$ cat src/wpm_pkg.sv
// ----------------------------------------------------------------------------
// wpm_pkg
// Shared types, constants and register map of the wildcard pattern matcher.
// ----------------------------------------------------------------------------
package wpm_pkg;

    // default and largest pattern size in bytes
    localparam int MAX_PATTERN_DEFAULT = 32;

    // pattern storage: four 64-bit words of eight bytes each
    localparam int PAT_WORDS  = 4;
    localparam int PAT_WORD_W = 64;
    localparam int LEN_W      = 6;

    // configuration port geometry
    localparam int CFG_DATA_W = 64;
    localparam int CFG_ADDR_W = 6;
    localparam int CFG_IDX_W  = 3;

    // register indexes (byte address is 8 times the index)
    localparam logic [CFG_IDX_W-1:0] REG_PAT_0_7   = 3'd0;
    localparam logic [CFG_IDX_W-1:0] REG_PAT_8_15  = 3'd1;
    localparam logic [CFG_IDX_W-1:0] REG_PAT_16_23 = 3'd2;
    localparam logic [CFG_IDX_W-1:0] REG_PAT_24_31 = 3'd3;
    localparam logic [CFG_IDX_W-1:0] REG_PAT_LEN   = 3'd4;

    // wildcard characters
    localparam logic [7:0] STAR_BYTE = 8'h2A;
    localparam logic [7:0] ANY_BYTE  = 8'h3F;

    typedef logic [PAT_WORDS-1:0][PAT_WORD_W-1:0] pattern_words_t;

    // input item
    typedef struct packed {
        logic [7:0] text_byte;
        logic       first_byte;
        logic       last_byte;
    } text_item_t;

    // result item
    typedef struct packed {
        logic matches_so_far;
        logic text_done;
    } match_result_t;

endpackage

$ cat src/wildcard_pattern_matcher_core.sv
// ----------------------------------------------------------------------------
// wildcard_pattern_matcher_core
// Streams text bytes against a configured wildcard pattern, one verdict each.
// ----------------------------------------------------------------------------
// data path: a byte passes the input register, then the result register, and
// waits in the input register while the output stalls
// throughput: one byte per cycle while the output does not stall; the column
// update is a combinational pass set by one 34-bit carry chain between the input and result registers
// reset: clears the column, pattern, length and both valid flags
// ----------------------------------------------------------------------------
module wildcard_pattern_matcher_core #(
    parameter int MAX_PATTERN = wpm_pkg::MAX_PATTERN_DEFAULT
) (
    input  logic                            clk,
    input  logic                            rst_n,
    // text input
    input  logic                            in_valid,
    output logic                            in_stall,
    input  wpm_pkg::text_item_t             in_data,
    // verdict output
    output logic                            out_valid,
    input  logic                            out_stall,
    output wpm_pkg::match_result_t          out_data,
    // configuration
    input  logic                            psel,
    input  logic                            penable,
    input  logic                            pwrite,
    input  logic [wpm_pkg::CFG_ADDR_W-1:0]  paddr,
    input  logic [wpm_pkg::CFG_DATA_W-1:0]  pwdata,
    output logic [wpm_pkg::CFG_DATA_W-1:0]  prdata,
    output logic                            pready
);

    localparam int COL_W = MAX_PATTERN + 1;

    wpm_pkg::pattern_words_t         pattern_words_reg;
    logic [wpm_pkg::LEN_W-1:0]       pattern_length_reg;
    logic [wpm_pkg::CFG_IDX_W-1:0]   cfg_idx;
    logic                            cfg_write;

    logic                            s1_valid_reg;
    logic                            s1_valid_next;
    wpm_pkg::text_item_t             s1_data_reg;
    logic                            out_valid_reg;
    logic                            out_valid_next;
    wpm_pkg::match_result_t          out_data_reg;
    logic [COL_W-1:0]                column_reg;
    logic [COL_W-1:0]                column_calc;
    logic                            match_calc;
    logic                            in_xfer;
    logic                            advance;

    // configuration write and read
    assign pready    = 1'b1;
    assign cfg_idx   = paddr[wpm_pkg::CFG_ADDR_W-1:3];
    assign cfg_write = psel && penable && pwrite && pready;

    always_ff @(posedge clk or negedge rst_n)
    begin
        if (!rst_n)
        begin
            pattern_words_reg  <= '0;
            pattern_length_reg <= '0;
        end
        else if (cfg_write)
        begin
            unique case (cfg_idx)
                wpm_pkg::REG_PAT_0_7:   pattern_words_reg[0] <= pwdata;
                wpm_pkg::REG_PAT_8_15:  pattern_words_reg[1] <= pwdata;
                wpm_pkg::REG_PAT_16_23: pattern_words_reg[2] <= pwdata;
                wpm_pkg::REG_PAT_24_31: pattern_words_reg[3] <= pwdata;
                wpm_pkg::REG_PAT_LEN:   pattern_length_reg <= pwdata[wpm_pkg::LEN_W-1:0];
                default:                ;
            endcase
        end
    end

    always_comb
    begin
        unique case (cfg_idx)
            wpm_pkg::REG_PAT_0_7:   prdata = pattern_words_reg[0];
            wpm_pkg::REG_PAT_8_15:  prdata = pattern_words_reg[1];
            wpm_pkg::REG_PAT_16_23: prdata = pattern_words_reg[2];
            wpm_pkg::REG_PAT_24_31: prdata = pattern_words_reg[3];
            wpm_pkg::REG_PAT_LEN:
                prdata = {{(wpm_pkg::CFG_DATA_W - wpm_pkg::LEN_W){1'b0}}, pattern_length_reg};
            default:                prdata = '0;
        endcase
    end

    // pipeline handshake
    assign advance  = s1_valid_reg && (!out_valid_reg || !out_stall);
    assign in_stall = s1_valid_reg && !advance;
    assign in_xfer  = in_valid && !in_stall;

    assign s1_valid_next  = in_xfer ? 1'b1 : (advance ? 1'b0 : s1_valid_reg);
    assign out_valid_next = advance ? 1'b1 : (out_stall ? out_valid_reg : 1'b0);

    // column update
    wpm_column_update #(
        .MAX_PATTERN (MAX_PATTERN)
    ) u_column (
        .pattern_words  (pattern_words_reg),
        .pattern_length (pattern_length_reg),
        .column         (column_reg),
        .text_byte      (s1_data_reg.text_byte),
        .first_byte     (s1_data_reg.first_byte),
        .column_next    (column_calc),
        .match          (match_calc)
    );

    // control registers
    always_ff @(posedge clk or negedge rst_n)
    begin
        if (!rst_n)
        begin
            s1_valid_reg  <= 1'b0;
            out_valid_reg <= 1'b0;
            column_reg    <= '0;
        end
        else
        begin
            s1_valid_reg  <= s1_valid_next;
            out_valid_reg <= out_valid_next;
            if (advance)
            begin
                column_reg <= column_calc;
            end
        end
    end

    // payload registers
    always_ff @(posedge clk)
    begin
        if (in_xfer)
        begin
            s1_data_reg <= in_data;
        end
        if (advance)
        begin
            out_data_reg.matches_so_far <= match_calc;
            out_data_reg.text_done      <= s1_data_reg.last_byte;
        end
    end

    assign out_valid = out_valid_reg;
    assign out_data  = out_data_reg;

    // checks
    a_stall_needs_item: assert property (@(posedge clk) disable iff (!rst_n)
        in_stall |-> s1_valid_reg)
        else $error("input stalled with empty input register");

    a_column_holds: assert property (@(posedge clk) disable iff (!rst_n)
        !advance |=> $stable(column_reg))
        else $error("column changed without a transfer");

    a_empty_pattern: assert property (@(posedge clk) disable iff (!rst_n)
        (advance && (pattern_length_reg == '0)) |=> !out_data_reg.matches_so_far)
        else $error("match reported for an empty pattern");

    a_drain: assert property (@(posedge clk) disable iff (!rst_n)
        (out_valid_reg && !out_stall && !advance) |=> !out_valid_reg)
        else $error("result repeated after its transfer");

endmodule

$ cat src/wpm_column_update.sv
// ----------------------------------------------------------------------------
// wpm_column_update
// Next prefix-match column for one text byte, all pattern positions at once.
// Star runs propagate like a carry chain and are resolved by one wide add.
// ----------------------------------------------------------------------------
module wpm_column_update #(
    parameter int MAX_PATTERN = wpm_pkg::MAX_PATTERN_DEFAULT
) (
    input  wpm_pkg::pattern_words_t     pattern_words,
    input  logic [wpm_pkg::LEN_W-1:0]   pattern_length,
    input  logic [MAX_PATTERN:0]        column,
    input  logic [7:0]                  text_byte,
    input  logic                        first_byte,
    output logic [MAX_PATTERN:0]        column_next,
    output logic                        match
);

    localparam int COL_W = MAX_PATTERN + 1;
    localparam int IDX_W = $clog2(COL_W);

    logic [wpm_pkg::LEN_W-1:0] len_sat;
    logic [COL_W-1:0]          in_use;
    logic [MAX_PATTERN-1:0]    is_star;
    logic [MAX_PATTERN-1:0]    is_hit;
    logic [MAX_PATTERN-1:0]    lead_star;
    logic [MAX_PATTERN:0]      lead_star_inc;
    logic [MAX_PATTERN-1:0]    lead_mask;
    logic [COL_W-1:0]          init_col;
    logic [COL_W-1:0]          old_col;
    logic [COL_W:0]            gen;
    logic [COL_W:0]            prop;
    logic [COL_W:0]            add_a;
    logic [COL_W:0]            add_sum;
    logic [COL_W:0]            carries;

    // saturate the length to the pattern size
    assign len_sat = (pattern_length > wpm_pkg::LEN_W'(MAX_PATTERN)) ?
                     wpm_pkg::LEN_W'(MAX_PATTERN) : pattern_length;

    // per-position decode of the pattern bytes
    always_comb
    begin
        in_use[0] = 1'b0;
        for (int j = 1; j <= MAX_PATTERN; j++)
        begin
            in_use[j] = (wpm_pkg::LEN_W'(j) <= len_sat);
        end
        for (int k = 0; k < MAX_PATTERN; k++)
        begin
            is_star[k] = (pattern_words[k / 8][(k % 8) * 8 +: 8] == wpm_pkg::STAR_BYTE);
            is_hit[k]  = (pattern_words[k / 8][(k % 8) * 8 +: 8] == wpm_pkg::ANY_BYTE) ||
                         (pattern_words[k / 8][(k % 8) * 8 +: 8] == text_byte);
            lead_star[k] = is_star[k] && in_use[k + 1];
        end
    end

    // initial column: position 0 and the run of leading stars
    assign lead_star_inc = {1'b0, lead_star} + {{MAX_PATTERN{1'b0}}, 1'b1};
    assign lead_mask     = lead_star & ~lead_star_inc[MAX_PATTERN-1:0];
    assign init_col      = {lead_mask, 1'b1};
    assign old_col       = first_byte ? init_col : column;

    // generate and propagate terms per position
    always_comb
    begin
        gen  = '0;
        prop = '0;
        for (int j = 1; j <= MAX_PATTERN; j++)
        begin
            if (is_star[j - 1])
            begin
                gen[j]  = old_col[j] && in_use[j];
                prop[j] = in_use[j];
            end
            else
            begin
                gen[j]  = old_col[j - 1] && is_hit[j - 1] && in_use[j];
                prop[j] = 1'b0;
            end
        end
    end

    // carry chain through star runs: carry into bit j+1 is the new bit j
    assign add_a       = gen | prop;
    assign add_sum     = add_a + gen;
    assign carries     = add_sum ^ add_a ^ gen;
    assign column_next = carries[COL_W:1];
    assign match       = column_next[len_sat[IDX_W-1:0]];

endmodule
$ cat config.mk
export PLATFORM = sky130hd
export DESIGN_NAME = wildcard_pattern_matcher_core
export DESIGN_NICKNAME = d
export VERILOG_FILES = /design/src/wpm_pkg.sv /design/src/wildcard_pattern_matcher_core.sv /design/src/wpm_column_update.sv
export SDC_FILE = /design/constraint.sdc
export NUM_CORES = 1
export LEC_CHECK = 0
export BUFFER_PORTS_ARGS = -buffer_cell sky130_fd_sc_hd__buf_2
export CAP_MARGIN = 10
export CELL_PAD_IN_SITES_DETAIL_PLACEMENT = 2
export CELL_PAD_IN_SITES_GLOBAL_PLACEMENT = 2
export CORE_MARGIN = 4
export CORE_UTILIZATION = 35
export DETAILED_ROUTE_END_ITERATION = 10
export GPL_ROUTABILITY_DRIVEN = 0
export PLACE_DENSITY_LB_ADDON = 0.12
export SLEW_MARGIN = 0
export SYNTH_ARGS = -nofsm -noshare
export SYNTH_HDL_FRONTEND = slang
export SYNTH_SLANG_ARGS = --single-unit
$ cat constraint.sdc
create_clock -name clk -period 12.59 [get_ports clk]
set_input_delay 3.777 -clock clk [delete_from_list [all_inputs] [get_ports clk]]
set_output_delay 3.777 -clock clk [all_outputs]
set_load 0.005 [all_outputs]
==> impl_metrics.yaml <==
drt:
  vias: 18879
  dr.pass1.iters: 5
  antenna_left: 0
  wirelength_um: 93690
  vias_per_cell: 6.304
  dr.first_iter.drc_count: 1301
  drc_errors: 0
  avgRoutedWirePerCell_um: 31.28
finish:
  area_growth_pct: 14.48
  largest_reg_flops: 256
  layout.area.seq_um2: 7767
  fin_nets: 2289
  multi_input_area_um2: 12410
  nFillCells: 6209
  post-route-util: 0.4084
  drive_above_1_share: 0.2589
sta:
  hold_viol_final: 0
  max-slew-margin-rel: 0.1323
  layout_min_cycle_time_ns: 10.03
  skew_ns: 0.02587
  max_freq_mhz: 99.69
  setup_viol: 0
  tightestPinTransition_ns: 1.283
  rsz0062_at_grt: "false"
  setup_slack_ns: 2.559
  drv_slew: 0
  post-route-period-util: 0.7967
  hold_slack_ns: 0.4423
  finalSetupTns_ns: 0
floorplanning:
  dieArea_um2: 63220
  die_h_um: 251.4
  die_w_um: 251.4
  rows: 88
  initial_core_util: 0.3568
  core_area_um2: 58140
  io_pins: 156
synthesis:
  syn_nets: 2180
  synth_largest_area_cell: "dfrtp_1"
  synth.avg_cell_area_um2: 9.915
  yosys.cell_count.top_type: "dfrtp_1"
  synth-warning-count: 0
  syn_area_um2: 20740
  synth_commonest_cells: "296 x dfrtp_1, 266 x mux2_2, 169 x xnor2_1"
  ys_seq_area_frac: 0.3745
  synthFlopType: "dfrtp_1"
  synth_area_leaders: "dfrtp_1 36%, mux2_2 14%, xnor2_1 7.1%, xor2_1 3.7%, a221o_1 2.9%"
  synth_edf_count: 12
  syn_inst: 2092
  synth_top_area_share: 0.3571
  ys_seq_elements: 308
  yosysUniqueCellTypes: 97
  async_reset_ff_frac: 0.9610
critical_path:
  crit_fanout: 59
  r2r_slack_ns: 5.99
  critPathKind: "in2out"
  crit_path_start_kind: "input port"
  arrival_ns: 6.25
  required_ns: 8.81
  cp-end-kind: "output pin"
pwr:
  p_total_w: 0.003573
  power_leakage_nw: 9.339
  irDropWorstVdd_mv: 0.09687
  power_density_nw_per_um2: 150.5
cts:
  clkSlewWorstSetupHoldPaths_ns: 0.06
  clock-sinks: 308
  cts_tree: "done"
  clockBufferDepth: 3
  clock_latency_ns: 0.59
  cts-root-buf: "clkbuf_16"
  cts_setup_buffers: 0
  hold_buffers: 0
  cts_max_level: 2
  numCtsBuffers: 40
  ctsResizeCount: 0
job:
  drv_cap: 0
global_routing:
  grt_pass1_vias: 20714
  grt_pass1_wl_um: 139100
  grt_antenna_before_repair: 7
  grtUsageTotal: 0.2898
  grt_start_max_net_pins: 148
  grt_remaining_overflow: 0
placement:
  port_buffers: 151
  dp_slack_ns: 2.597
  post-dp-hpwl_um: 66340
worst_hold_path:
  hp-class: "reg2reg"
run_status:
  status: "finished clean"
placed cells by master, fill, tap and decap left out, types with 57 or more instances in the layout:
cell and instances:
nand2_1 140, xnor2_1 169, xor2_1 88, mux2_2 266, a221o_1 61, a22o_1 57, nor2_1 123, o21ai_0 78
nand4_1 71, buf_2 150, dfrtp_1 296
layout make-up:
class | count | area share
antenna | 1 | 0.0001054
clock buffer | 55 | 0.04748
clock inverter | 15 | 0.01344
inverter | 15 | 0.002371
multi-input combinational | 1641 | 0.5225
sequential | 308 | 0.3271
tap | 765 | 0.04031
timing repair buffer | 195 | 0.04669
critical path, stage by stage:
cell and delay [ns]:
buf_2 0.30, nor2b_1 0.54, nor2b_4 0.25, buf_4 0.72, a221o_1 0.41, buf_2 0.16
per-stage QoR:
| stage | cell area (um2) | instances |
|---|---|---|
| finish | 23740 | 2995 |
| global route | 23740 | 2994 |
| CTS | 23740 | 2994 |
| detailed placement | 22300 | 2924 |
| global placement | 22300 | 2924 |
| floorplan | 20740 | 2092 |
path summary, 6_finish.rpt:
check / from / endpoint / depth (start not counted)
max in group asynchronous: rst_n / pattern_words_reg[46] / 2
worst min-delay path: s1_data_reg[0] / out_data[0] / 0
worst max register to register: pattern_length_reg[2] / out_data[1] / 16
worst max-delay path: paddr[3] / prdata[61] / 6
min in group asynchronous: rst_n / pattern_words_reg[195] / 1
worst min register to register: s1_data_reg[0] / out_data[0] / 0
power breakdown:
part / internal (W) / total, W / switching [W]
Combinational: 0.000384 / 0.000824 / 0.000440
Clock: 0.000794 / 0.00128 / 0.000481
Sequential: 0.00117 / 0.00147 / 0.000305
logic make-up (layout without fill, tap and decap cells):
logic type / Yosys count / in the layout / synth area share
buffers and inverters: 143 / 280 / 0.02896
muxes: 268 / 268 / 0.1454
AOI/OAI and AO/OA: 449 / 449 / 0.1649
adders and majority gates: 1 / 1 / 0.0006031
DFF: 308 / 308 / 0.3745
other: 1 / 2 / 0.0001808
xor gates and xnor gates: 257 / 257 / 0.1085
and+or+nand+nor: 665 / 665 / 0.1770
routing by layer:
layer	GRT usage	wire length, um	vias to the layer above
li1	-	-	8108
met3	0.05690	5571	158
met1	0.3854	40950	10063
met4	0.09843	3186	6
met2	0.4740	43830	544
met5	0.01504	152	-
(Power assumes the default switching activity.)
